## src/sv/tvh_pkg.sv

```systemverilog
// ----------------------------------------------------------------------------
// tvh_pkg: shared types and constants
// Action codes, register indexes and the divider control types.
// ----------------------------------------------------------------------------
package tvh_pkg;

    // input item actions
    localparam logic [1:0] ACT_START  = 2'd0;
    localparam logic [1:0] ACT_SAMPLE = 2'd1;
    localparam logic [1:0] ACT_LOAD   = 2'd2;
    localparam logic [1:0] ACT_READ   = 2'd3;

    // configuration register indexes
    localparam logic [1:0] REG_TWO_DIM = 2'd0;
    localparam logic [1:0] REG_BINS    = 2'd1;
    localparam logic [1:0] REG_RANGE   = 2'd2;
    localparam logic [1:0] REG_TCOUNT  = 2'd3;

    // divider operand widths
    localparam int DIV_W = 65;
    localparam int DSR_W = 33;

    localparam logic [31:0] COUNT_MAX = 32'hFFFF_FFFF;

    typedef struct packed {
        logic start;
    } div_ctl_t;

    typedef struct packed {
        logic busy;
        logic done;
    } div_sts_t;

endpackage

```

## src/sv/tvh_div.sv

```systemverilog
// ----------------------------------------------------------------------------
// tvh_div: restoring divider
// Unsigned divide, one quotient bit per cycle.
// ----------------------------------------------------------------------------
module tvh_div (
    input  logic                        aclk,
    input  logic                        aresetn,
    input  tvh_pkg::div_ctl_t           ctl,
    input  logic [tvh_pkg::DIV_W-1:0]   dividend,
    input  logic [tvh_pkg::DSR_W-1:0]   divisor,
    output tvh_pkg::div_sts_t           sts,
    output logic [tvh_pkg::DIV_W-1:0]   quotient
);

    localparam int CW = $clog2(tvh_pkg::DIV_W + 1);

    logic [tvh_pkg::DSR_W-1:0] rem_reg;
    logic [tvh_pkg::DSR_W-1:0] dsr_reg;
    logic [tvh_pkg::DIV_W-1:0] quo_reg;
    logic [CW-1:0]             cnt_reg;
    logic                      busy_reg;
    logic                      done_reg;

    logic [tvh_pkg::DSR_W:0]   rem_sh;
    logic [tvh_pkg::DSR_W+1:0] trial;
    logic                      ge;

    // shift in the next dividend bit and try the subtract
    always_comb begin
        rem_sh = {rem_reg, quo_reg[tvh_pkg::DIV_W-1]};
        trial  = {1'b0, rem_sh} - {2'b00, dsr_reg};
        ge     = ~trial[tvh_pkg::DSR_W+1];
    end

    always_ff @(posedge aclk) begin
        if (!aresetn) begin
            busy_reg <= 1'b0;
            done_reg <= 1'b0;
            cnt_reg  <= '0;
        end else begin
            done_reg <= 1'b0;
            if (ctl.start) begin
                busy_reg <= 1'b1;
                cnt_reg  <= '0;
            end else if (busy_reg) begin
                cnt_reg <= cnt_reg + 1'b1;
                if (cnt_reg == CW'(tvh_pkg::DIV_W - 1)) begin
                    busy_reg <= 1'b0;
                    done_reg <= 1'b1;
                end
            end
        end
    end

    // datapath: load operands, then one bit per cycle
    always_ff @(posedge aclk) begin
        if (ctl.start) begin
            rem_reg <= '0;
            dsr_reg <= divisor;
            quo_reg <= dividend;
        end else if (busy_reg) begin
            rem_reg <= ge ? trial[tvh_pkg::DSR_W-1:0] : rem_sh[tvh_pkg::DSR_W-1:0];
            quo_reg <= {quo_reg[tvh_pkg::DIV_W-2:0], ge};
        end
    end

    assign sts.busy = busy_reg;
    assign sts.done = done_reg;
    assign quotient = quo_reg;

endmodule

```

## config.mk

```make
export PLATFORM = sky130hd
export DESIGN_NAME = tvh_div
export DESIGN_NICKNAME = d
export VERILOG_FILES = /design/src/sv/tvh_pkg.sv /design/src/sv/tvh_div.sv
export SDC_FILE = /design/constraint.sdc
export NUM_CORES = 1
export LEC_CHECK = 0
export BUFFER_PORTS_ARGS = -buffer_cell sky130_fd_sc_hd__buf_4
export CAP_MARGIN = 5
export CORE_MARGIN = 5
export CORE_UTILIZATION = 30
export CTS_CLUSTER_SIZE = 8
export DETAILED_ROUTE_END_ITERATION = 8
export GPL_TIMING_DRIVEN = 0
export MAX_ROUTING_LAYER = met4
export SYNTH_ARGS = -nofsm -noshare
export SYNTH_HDL_FRONTEND = slang
export SYNTH_SLANG_ARGS = --single-unit
```

## constraint.sdc

```tcl
create_clock -name aclk -period 5.4 [get_ports aclk]
set_input_delay 0.54 -clock aclk [delete_from_list [all_inputs] [get_ports aclk]]
set_output_delay 0.54 -clock aclk [all_outputs]
set_load 0.01 [all_outputs]
```

# Word level (Yosys, flattened, before mapping)
# Cells that the tools add are included.
totals:
  reg_bits: 140
  romBits: 0
  out_inout_bits: 67
  mem_bits_rw: 0
  elab_cells: 22
  latchBits: 0
  mem_count: 0
  inputBits: 101
op_classes:
  mux: 7
  n_shift: 0
  n_bitwise: 3
  n_addsub: 2
  eq_ne: 1
  reduce_logical: 3
  magnitude_cmp: 0
  div_mod_pow: 0
  mul: 0
op_table:
  columns: ["operator", "count"]
  rows:
  - ["2-to-1 mux 65 bit", 2]
  - ["subtractor 34 x 33 -> 35 bit", 1]
  - ["2-to-1 mux 33 bit", 1]
  - ["adder 7 x 1 -> 7 bit (second input constant)", 1]
  - ["equality test 7 bit (second input constant)", 1]
  - ["2-to-1 mux 1 bit", 4]
  - ["inverter 1 bit", 3]
  - ["OR reduction 3 bit", 1]
  - ["nonzero test 2 bit", 1]
  - ["OR reduction 2 bit", 1]

# Logic depth before layout (Yosys ltp)
logic_depth:
  word_depth: 4
  mapped_depth: 15
  mapped_depth_nobuf: 13

# Worst setup path after synthesis
# No wires, ideal clock.
synth_timing:
  path_kind: "register to register"
  from: "register quo_reg (netlist bit quotient[64])"
  to: "register quo_reg (netlist bit quotient[0]) (data pin)"
  period_less_slack_ns: 2.700
  slack_ns: 2.700
  required_ns: 5.140
  t_arrival_ns: 2.441
  n_path_buf: 2
  path_stages_with_launch: 14
  path_cell_list: "edfxtp_1 inv_1 ha_1 inv_1 fa_1 a21oi_1 o211ai_2 nand3_1 a31oi_2 nand2_1 o21ai_2 buf_6 buf_2 mux2_2"
synth_between:
  elab_chain_cells: 4
synth_rtl:
  columns: ["element", "line_no", "rtl"]
  rows:
  - ["start: declaration", "tvh_div.sv:19", "logic [tvh_pkg::DIV_W-1:0] quo_reg;"]
  - ["start signal: assignment", "tvh_div.sv:60", "quo_reg <= dividend;"]
  - ["start signal: assignment", "tvh_div.sv:63", "quo_reg <= {quo_reg[tvh_pkg::DIV_W-2:0], ge};"]
  - ["subtractor 34 x 33 -> 35 bit", "tvh_div.sv:31", "trial = {1'b0, rem_sh} - {2'b00, dsr_reg};"]
  - ["inverter 1 bit", "tvh_div.sv:32", "ge = ~trial[tvh_pkg::DSR_W+1];"]
  - ["2-to-1 mux 65 bit", "tvh_div.sv:61", "end else if (busy_reg) begin"]
  - ["2-to-1 mux 65 bit", "tvh_div.sv:57", "if (ctl.start) begin"]
# No other way between the ends. The select of a mux whose other input is x is not followed.
# A chain may end at the register's enable or synchronous reset.

# Final worst setup path
layout_timing:
  from: "register quo_reg (netlist bit quotient[64])"
  to: "register rem_reg[18] (netlist bit)"
layout_between:
  elab_chain_cells: 2
layout_rtl:
  columns: ["element", "line_no", "rtl"]
  rows:
  - ["subtractor 34 x 33 -> 35 bit", "tvh_div.sv:31", null]
  - ["2-to-1 mux 33 bit", "tvh_div.sv:62", "rem_reg <= ge ? trial[tvh_pkg::DSR_W-1:0] : rem_sh[tvh_pkg::DSR_W-1:0];"]
  - ["end signal: assignment", "tvh_div.sv:62", null]
  - ["end: declaration", "tvh_div.sv:17", "logic [tvh_pkg::DSR_W-1:0] rem_reg;"]
# No other way between the ends.

==> metrics.txt <==
pwr/cell area=323 nW/um2; startpoint types=flop; sequential power share=41.8%; drt pass-1 iters=4; most common cell in the netlist=edfxtp_1; nets=1,001; worst hold path type=primary input to flop; gr usage total=15.0%; Die W=around 170 um; Worst Path Required=5.74 ns; total number of vias=5,802; clk_lat worst skew=0.43 ns; drt total wl=20,600 um; layout cells sized above 1=33.1%; initial antenna violation count=0; cell area after synthesis=7500 um2; Rows=57; Max Cap Viol=0; Final setup viols=0; Peak supply drop=between 0.15 and 0.2 mV; largest net degree at the start of global routing=66; first-pass GRT wire length=32,300 um; clk slew on worst S/H paths=0.07 ns; yosys warns=0; Fmax achieved=between 300 and 400 MHz; sequential fraction of the synthesis area=50.5%; Setup WS pre-CTS=around 2.2 ns; RePlAce Congestion=0.865; Wirelength per Cell=17.1 um; post-route ant nets=0; Root Driver=clkbuf_16; synthesis-stage register bit count=140; RSZ-0062 raised after global routing=no; most used flip-flop cell after synthesis=edfxtp_1; Comb power frac=21.1%; Area Overhead vs Synth=30.2%; clock network power share=37.2%; largest area contributor in the netlist=edfxtp_1; status=completed; ys async rst share=0%; Final Max Tran Viols=0; DRC viols=0; EDFF count, synth=98; final worst slack=~2.1 ns; Cell Int Power=about 0.0022 W; Net Sw Power=0.000924 W; 1st-iter DRT viols=271; final worst path period need=~3.3 ns; Worst EP arrival=3.61 ns; crit path capture type=flop; GRT Max-Usage Layer=met2; post-cts sizing count=0; top post-synthesis cells by area=edfxtp_1 39%, dfxtp_1 11%, mux2_2 9.9%; Detailed Place HPWL=~15,000 um; TritonCTS clock tree=done; Least-Margin Pin Slew=0.685 ns; Post-synth top cells=98 x edfxtp_1, 66 x mux2_2, 51 x inv_1, 50 x nor2_1, 46 x a21oi_1; Die H=168 um; fillcell total=around 2,400; top-area cell type share of the netlist area=39.3%; Initial Util=30.6%; critical path class=flop to flop; Syn Nets=814; Pleak=a little under 4 nW; Diodes inserted=0; core area=approximately 24,000 um2; worst hold slack=roughly 0.28 ns; Max Fanout on Critical Path=10; setup_tns=0 ns; vias in the first global route=about 6,200; synthesized instance count=677; met3 Use GR=5.89%; clk buf depth=2; Final Hold Vio Count=0; Num CTS Buffers=17; clk sinks=140; grt met2 use=23.8%; die area=28,200 um2; remaining global-route overflow=0; vias per std cell=4.84; met1 Use GR=between 10% and 20%; CTS Hold Buffers Added=0; fin crit share=between 60% and 70%; total number of H-tree levels=4; Switching Share=29.4%; skew final=0.0111 ns; I/O pin count=168; synth unique cells=65; port buffer count=167; Synth Area per Inst=11.1 um2; Post-CTS Setup Inserts=0; worst relative slew slack=54.3%; Largest register FFs=65
## final cells by class
class	count	area, um2	area share [%]
inverters	51	191	1.96
plain buffers	34	158	1.62
multi-input cells	452	3370	34.5
repair buffers	168	1280	13.1
well taps	324	405	4.15
flip-flops and latches	140	3780	38.8
clock inverters	14	146	1.50
clock buffers	17	425	4.36
## cell usage in the layout (no fill, tap or decap), drive strengths merged, types with 5 or more instances in the layout
master / n
xnor2: 18
mux2i: 19
a31oi: 8
o21ai: 30
nor3: 11
o211ai: 5
o21bai: 5
nor2: 50
nand2: 43
ha: 35
mux2: 66
nand3: 13
xor2: 13
dfxtp: 42
a21oi: 47
a21o: 5
inv: 60
edfxtp: 98
clkbuf: 39
buf: 180
a211oi: 27
nand2b: 5
## worst max-delay path, stage by stage (launching register included)
cell	delay (ns)
edfxtp_1	0.42
inv_1	0.06
ha_1	0.20
inv_1	0.07
fa_1	0.20
a21oi_1	0.12
o211ai_2	0.26
nand3_1	0.19
a31oi_2	0.38
nand2_1	0.13
o21ai_2	0.22
clkbuf_1	0.44
o21ai_0	0.22
a211oi_1	0.26
## routing by layer
metal  share of wire (%)  vias to the layer above
met1                  44                     2760
met5                   0                        -
li1                    -                     2844
met4                 1.3                        0
met2                  47                      179
met3                 8.3                       19
## stage by stage
stage               std cells  utilization (%)  area (um2)  power, W
floorplan                 677                -        7500   0.00174
global placement         1168             37.4        9160   0.00199
detailed placement       1169             37.5        9190   0.00200
CTS                      1200             39.9        9760   0.00318
global route             1200             39.9        9760   0.00332
finish                   1200             39.9        9760   0.00315
## power groups by stage
stage	clock network [W]	registers (W)	logic, W
detailed placement	0	0.00134	0.000665
floorplan	0	0.00135	0.000392
global route	0.00126	0.00133	0.000733
finish	0.00117	0.00132	0.000663
CTS	0.00120	0.00132	0.000668
global placement	0	0.00134	0.000655
## kinds of logic after synthesis
| group | share of synthesized area (%) |
|---|---|
| buf+inv | 4.66 |
| flops | 50.5 |
| mux | 12.5 |
| fa+ha+maj | 6.11 |
| xor+xnor | 3.62 |
| compound gates | 13.7 |
| simple gates | 8.95 |
## path summary, 6_finish.rpt
| kind | start | endpoint | slack, ns | depth (start not counted) |
|---|---|---|---|---|
| setup reg to reg | quotient[64]$_DFFE_PP_ | rem_reg[18]$_SDFFE_PP0P_ | 2.13 | 13 |
| setup / recovery | quotient[64]$_DFFE_PP_ | rem_reg[18]$_SDFFE_PP0P_ | 2.13 | 13 |
| hold / removal | divisor[31] | dsr_reg[31]$_DFFE_PP_ | 0.28 | 1 |
| hold reg to reg | cnt_reg[6]$_SDFFE_PP0P_ | cnt_reg[6]$_SDFFE_PP0P_ | 0.49 | 2 |
Note: power is estimated with default switching activity, not from simulation.
